<file path="src/hw/rtl/bounded_array_list_engine_assert.svh">
// assertion macros shared by the engine modules
// each macro samples on i_clk and is held off while i_rst_n is low
`ifndef BOUNDED_ARRAY_LIST_ENGINE_ASSERT_SVH
`define BOUNDED_ARRAY_LIST_ENGINE_ASSERT_SVH
`ifndef NO_ASSERTIONS
`define BALE_ASSERT_IMPL(label, ante, cons) \
    label: assert property (@(posedge i_clk) disable iff (!i_rst_n) (ante) |-> (cons)) \
        else $error("same-cycle check failed");
`define BALE_ASSERT_NEXT(label, ante, cons) \
    label: assert property (@(posedge i_clk) disable iff (!i_rst_n) (ante) |=> (cons)) \
        else $error("next-cycle check failed");
`else
`define BALE_ASSERT_IMPL(label, ante, cons)
`define BALE_ASSERT_NEXT(label, ante, cons)
`endif
`endif

</file>
<file path="src/hw/rtl/bale_pkg.sv">
package bale_pkg;

    localparam int BALE_DEPTH  = 256;
    localparam int OP_W        = 3;
    localparam int IDX_W       = 8;
    localparam int VAL_W       = 32;
    localparam int ST_W        = 2;
    localparam int CNT_OUT_W   = 9;

    typedef enum logic [OP_W-1:0] {
        OP_READ   = 3'd0,
        OP_WRITE  = 3'd1,
        OP_APPEND = 3'd2,
        OP_POP    = 3'd3,
        OP_LAST   = 3'd4,
        OP_INSERT = 3'd5,
        OP_DELETE = 3'd6,
        OP_NONE   = 3'd7
    } t_op;

    typedef enum logic [ST_W-1:0] {
        ST_OK    = 2'd0,
        ST_RANGE = 2'd1,
        ST_EMPTY = 2'd2,
        ST_FULL  = 2'd3
    } t_status;

    typedef enum logic [2:0] {
        S_IDLE,
        S_CHECK,
        S_RDWAIT,
        S_SHIFT,
        S_DRAIN,
        S_PLACE,
        S_DONE
    } t_state;

    // controller to datapath
    typedef struct packed {
        logic load;        // latch request fields
        logic judge;       // capture status of the request
        logic fetch;       // single read at index or last
        logic store;       // single write of request value
        logic shift_init;  // set up the move pointer
        logic shift_step;  // read at pointer, write previous beat
        logic shift_drain; // write the final moved entry
        logic cnt_inc;
        logic cnt_dec;
        logic grab;        // capture read data as result
        logic emit;        // result strobe
    } t_cmd;

    // datapath to controller
    typedef struct packed {
        t_op     op;
        t_status err;
        logic    shift_last;
        logic    shift_none;
    } t_sts;

endpackage

</file>
<file path="src/hw/rtl/bale_ctrl.sv">
`include "bounded_array_list_engine_assert.svh"

module bale_ctrl import bale_pkg::*; (
    input  logic i_clk,
    input  logic i_rst_n,
    input  logic i_start,
    input  t_sts i_sts,
    output t_cmd o_cmd,
    output logic o_busy
);

    t_state r_state;
    t_state n_state;

    always_ff @(posedge i_clk) begin
        if (!i_rst_n) begin
            r_state <= S_IDLE;
        end else begin
            r_state <= n_state;
        end
    end

    // next state
    always_comb begin
        n_state = r_state;
        unique case (r_state)
            S_IDLE: begin
                if (i_start) begin
                    n_state = S_CHECK;
                end
            end
            S_CHECK: begin
                if (i_sts.err != ST_OK) begin
                    n_state = S_DONE;
                end else begin
                    unique case (i_sts.op)
                        OP_READ, OP_POP, OP_LAST: n_state = S_RDWAIT;
                        OP_INSERT:                n_state = S_SHIFT;
                        OP_DELETE:                n_state = i_sts.shift_none ? S_DONE : S_SHIFT;
                        default:                  n_state = S_DONE;
                    endcase
                end
            end
            S_RDWAIT: n_state = S_DONE;
            S_SHIFT: begin
                if (i_sts.shift_last) begin
                    n_state = S_DRAIN;
                end
            end
            S_DRAIN:  n_state = (i_sts.op == OP_INSERT) ? S_PLACE : S_DONE;
            S_PLACE:  n_state = S_DONE;
            S_DONE:   n_state = S_IDLE;
            default:  n_state = S_IDLE;
        endcase
    end

    // commands
    always_comb begin
        o_cmd  = '0;
        o_busy = (r_state != S_IDLE);
        unique case (r_state)
            S_IDLE: begin
                o_cmd.load = i_start;
            end
            S_CHECK: begin
                o_cmd.judge = 1'b1;
                if (i_sts.err == ST_OK) begin
                    unique case (i_sts.op)
                        OP_READ, OP_LAST: o_cmd.fetch = 1'b1;
                        OP_POP: begin
                            o_cmd.fetch   = 1'b1;
                            o_cmd.cnt_dec = 1'b1;
                        end
                        OP_WRITE: o_cmd.store = 1'b1;
                        OP_APPEND: begin
                            o_cmd.store   = 1'b1;
                            o_cmd.cnt_inc = 1'b1;
                        end
                        OP_INSERT: o_cmd.shift_init = 1'b1;
                        OP_DELETE: begin
                            o_cmd.shift_init = !i_sts.shift_none;
                            o_cmd.cnt_dec    = i_sts.shift_none;
                        end
                        default: ;
                    endcase
                end
            end
            S_RDWAIT: o_cmd.grab = 1'b1;
            S_SHIFT:  o_cmd.shift_step = 1'b1;
            S_DRAIN: begin
                o_cmd.shift_drain = 1'b1;
                o_cmd.cnt_dec     = (i_sts.op == OP_DELETE);
            end
            S_PLACE: begin
                o_cmd.store   = 1'b1;
                o_cmd.cnt_inc = 1'b1;
            end
            S_DONE:  o_cmd.emit = 1'b1;
            default: ;
        endcase
    end

    `BALE_ASSERT_NEXT(a_emit_then_idle, o_cmd.emit, !o_busy)
    `BALE_ASSERT_IMPL(a_load_only_idle, o_cmd.load, !o_busy)
    `BALE_ASSERT_IMPL(a_cnt_one_way, 1'b1, !(o_cmd.cnt_inc && o_cmd.cnt_dec))

endmodule

</file>
<file path="config.mk">
export PLATFORM = sky130hd
export DESIGN_NAME = bale_ctrl
export DESIGN_NICKNAME = d
export VERILOG_FILES = /design/src/hw/rtl/bale_pkg.sv /design/src/hw/rtl/bale_ctrl.sv
export VERILOG_INCLUDE_DIRS = /design/src /design/src/hw/rtl
export SDC_FILE = /design/constraint.sdc
export NUM_CORES = 1
export LEC_CHECK = 0
export ABC_CLOCK_PERIOD_IN_PS = 1200
export BUFFER_PORTS_ARGS = -buffer_cell sky130_fd_sc_hd__buf_2
export CAP_MARGIN = 20
export CORE_AREA = 8 8 45 47
export CTS_BUF_LIST = sky130_fd_sc_hd__clkbuf_16
export CTS_CLUSTER_DIAMETER = 50
export DETAILED_ROUTE_END_ITERATION = 12
export DIE_AREA = 0 0 53 55
export PLACE_DENSITY = 0.59
export SLEW_MARGIN = 10
export SYNTH_ARGS = -nofsm -noshare
export SYNTH_HDL_FRONTEND = slang
export SYNTH_SLANG_ARGS = --single-unit
</file>
<file path="constraint.sdc">
create_clock -name i_clk -period 1.2 [get_ports i_clk]
set_input_delay 0.06 -clock i_clk [delete_from_list [all_inputs] [get_ports i_clk]]
set_output_delay 0.06 -clock i_clk [all_outputs]
set_load 0.05 [all_outputs]
</file>
==> reports/metrics.yaml <==
grt_use_total_pct: 10.2
grt_pass1_vias: 505
top_register: "r_state"
cts_made_buffers: 3
post-route-util_pct: 63.2
synth_area_leader_cell: "dfxtp_1"
total_leakage_power_nw: 0.415
p_int_mw: 1.45
power.switching_mw: 1.15
die_h_um: 55
p_per_area_mw_per_mm2: 2960
layoutNonFillerInstCount: 101
crit_family: "simple AND/OR/NAND/NOR gates"
max_freq_mhz: 756
drv_cap: 0
root_buffer: "clkbuf_16"
setup_tns_ns: -0.598
yosys-top-cells-area: "dfxtp_1 (16%), nor2b_1 (8.4%), o211a_1 (5.4%), buf_2 (4.0%), nor3_1 (4.0%)"
cp-end-kind: "primary output"
fin_crit_sh_pct: 110
min_period_ns: 1.32
worstSetupPathType: "reg2out"
skew_ns: 0.00523
syn_nets: 61
avgSynthCellArea_um2: 7.29
antenna_left: 0
antenna_found_initial: 0
routabilityCongestion: 0.756
coreArea_mm2: 0.00138
power.share.clock_pct: 20.1
setup_ws_ns: -0.123
yosysSeqAreaShare_pct: 16.2
synth-seq-cells: 3
cp_num_cells: 4
nets: 96
tightest_slew_ns: 0.276
synth_warnings: 0
layout_common_cells: "buf_6 (11), buf_2 (9), buf_4 (9)"
start_kind: "flop"
cts_tree: "yes"
power_frac_seq_pct: 9.3
setup_viol: 8
drv_slew: 0
slowest_stage: "dfxtp_2"
cp_num_buf_inv: 1
grt_pass1_wl_um: 2210
cp_cell_sequence: "nor3_4, nand3b_1, o21ai_4, buf_6"
max-slew-margin-rel_pct: 81.5
hold_class: "in2reg"
wl_per_cell_um: 13.5
peakVddDrop_v: 0.00241
synth.distinct_cells: 29
start_util_pct: 26.9
p_total_mw: 2.59
vias: 520
grt.overflow.total: 0
worstPathRequired_ns: 1.14
largest_reg_flops: 3
top_regs: "r_state (3)"
pin_count: 22
h-tree-depth: 1
fp.dieArea_mm2: 0.00292
drive_gt1_share_pct: 70.6
place_hpwl_um: 1070
antenna_cells: 0
cts_setup_buffers: 0
die_x_um: 53
netlist_area_um2: 372
numPortBuffers: 21
synth_top_area_share_pct: 16.2
max_stage_delay_ns: 0.33
hold_ws_ns: 0.0889
initialDrtViolationCount: 11
insertion_delay_ns: 0.22
clkSlewWorstSetupHoldPaths_ns: 0.03
cts_sinks: 3
cp_max_fo: 3
synth_cells: 51
grt_setup_unrepaired: "yes"
violations: "setup timing"
worstRegToRegCells: 4
remaining_drc_errors: 0
mostFrequentLayoutCell: "buf_6"
grt_max_degree: 9
syn_to_final_growth_pct: 135
place_inst: 97
viasPerCell: 5.15
sw_frac_of_total_pct: 44.2
power_frac_comb_pct: 70.6
cts_buffer_depth: 2
hold_viol_final: 0
first_pass_iters: 4
std_cell_rows: 14
outcome: "finished with violations"
routed_wl_um: 1370
arrival_ns: 1.26
hold_depth: 2
-- power groups by stage --
stage	Combinational, mW	Clock (mW)	Sequential [mW]
floorplan	0.997	0	0.175
global placement	1.42	0	0.205
detailed placement	1.42	0	0.203
CTS	1.71	0.531	0.240
global route	1.95	0.540	0.248
finish	1.83	0.522	0.240
-- metal layers --
| layer | GRT usage [%] | up-vias | share of wire [%] |
|---|---|---|---|
| li1 | - | 259 | - |
| met1 | 10.5 | 241 | 39 |
| met2 | 17.8 | 18 | 51 |
| met3 | 4.01 | 2 | 9.0 |
| met4 | 5.17 | 0 | 1.0 |
| met5 | 0 | - | 0 |
-- area by class of cell --
cell class | count | area (um^2)
well taps | 16 | 20.0
inverters | 2 | 7.51
multi-input cells | 43 | 405
clock inverters | 1 | 3.75
flip-flops and latches | 3 | 66.3
fillers | 123 | 509
repair buffers | 33 | 297
clock buffers | 3 | 75.1
-- worst register-to-register path: cells and delay by family (launching register included) --
family	cells	cell delay [ns]
compound gates	2	0.53
flops	1	0.31
simple gates	1	0.15
buf+inv	1	0.14
-- stage by stage --
stage | worst slack [ns] | instance area [um^2]
2_1_floorplan | -0.107 | 440
4_1_cts | -0.146 | 832
6_report | -0.123 | 875
3_3_place_gp | -0.0347 | 638
3_5_place_dp | -0.0336 | 638
5_1_grt | -0.186 | 875
-- kinds of logic (layout without fill, tap and decap cells) --
family / after synthesis / in the layout / share of synthesized area, %
flip-flops: 3 / 3 / 16.2
buffers and inverters: 5 / 39 / 6.06
AND/OR/NAND/NOR: 27 / 27 / 45.5
AO/OA/AOI/OAI: 15 / 15 / 30.0
XOR/XNOR: 1 / 1 / 2.36
-- cell usage after synthesis (all sizes together) --
library cell	n
nand3b	2
or2b	1
a211oi	1
and3b	2
nor4	1
a221o	1
nand2b	2
buf	3
nand2	2
a32oi	1
inv	2
o2111a	1
a21oi	2
nor2	4
dfxtp	3
o211a	3
nor2b	5
o21ai	5
and4bb	1
nand3	1
xnor2	1
o31a	1
and2	2
nor3	4
-- what timing repair did --
action                                  CTS  global route
endpoints found under the setup margin   13            12
pin swaps                                 6             3
hold buffers                              0             0
resized for setup                        35            12
-- final timing paths --
check	slack, ns	startpoint	end
max	-0.12	r_state[1]	o_cmd[7]
min	0.09	i_rst_n	r_state[1]
max reg2reg	-0.04	r_state[0]	r_state[0]
min reg2reg	0.74	r_state[2]	r_state[0]
(Power assumes the default switching activity.)
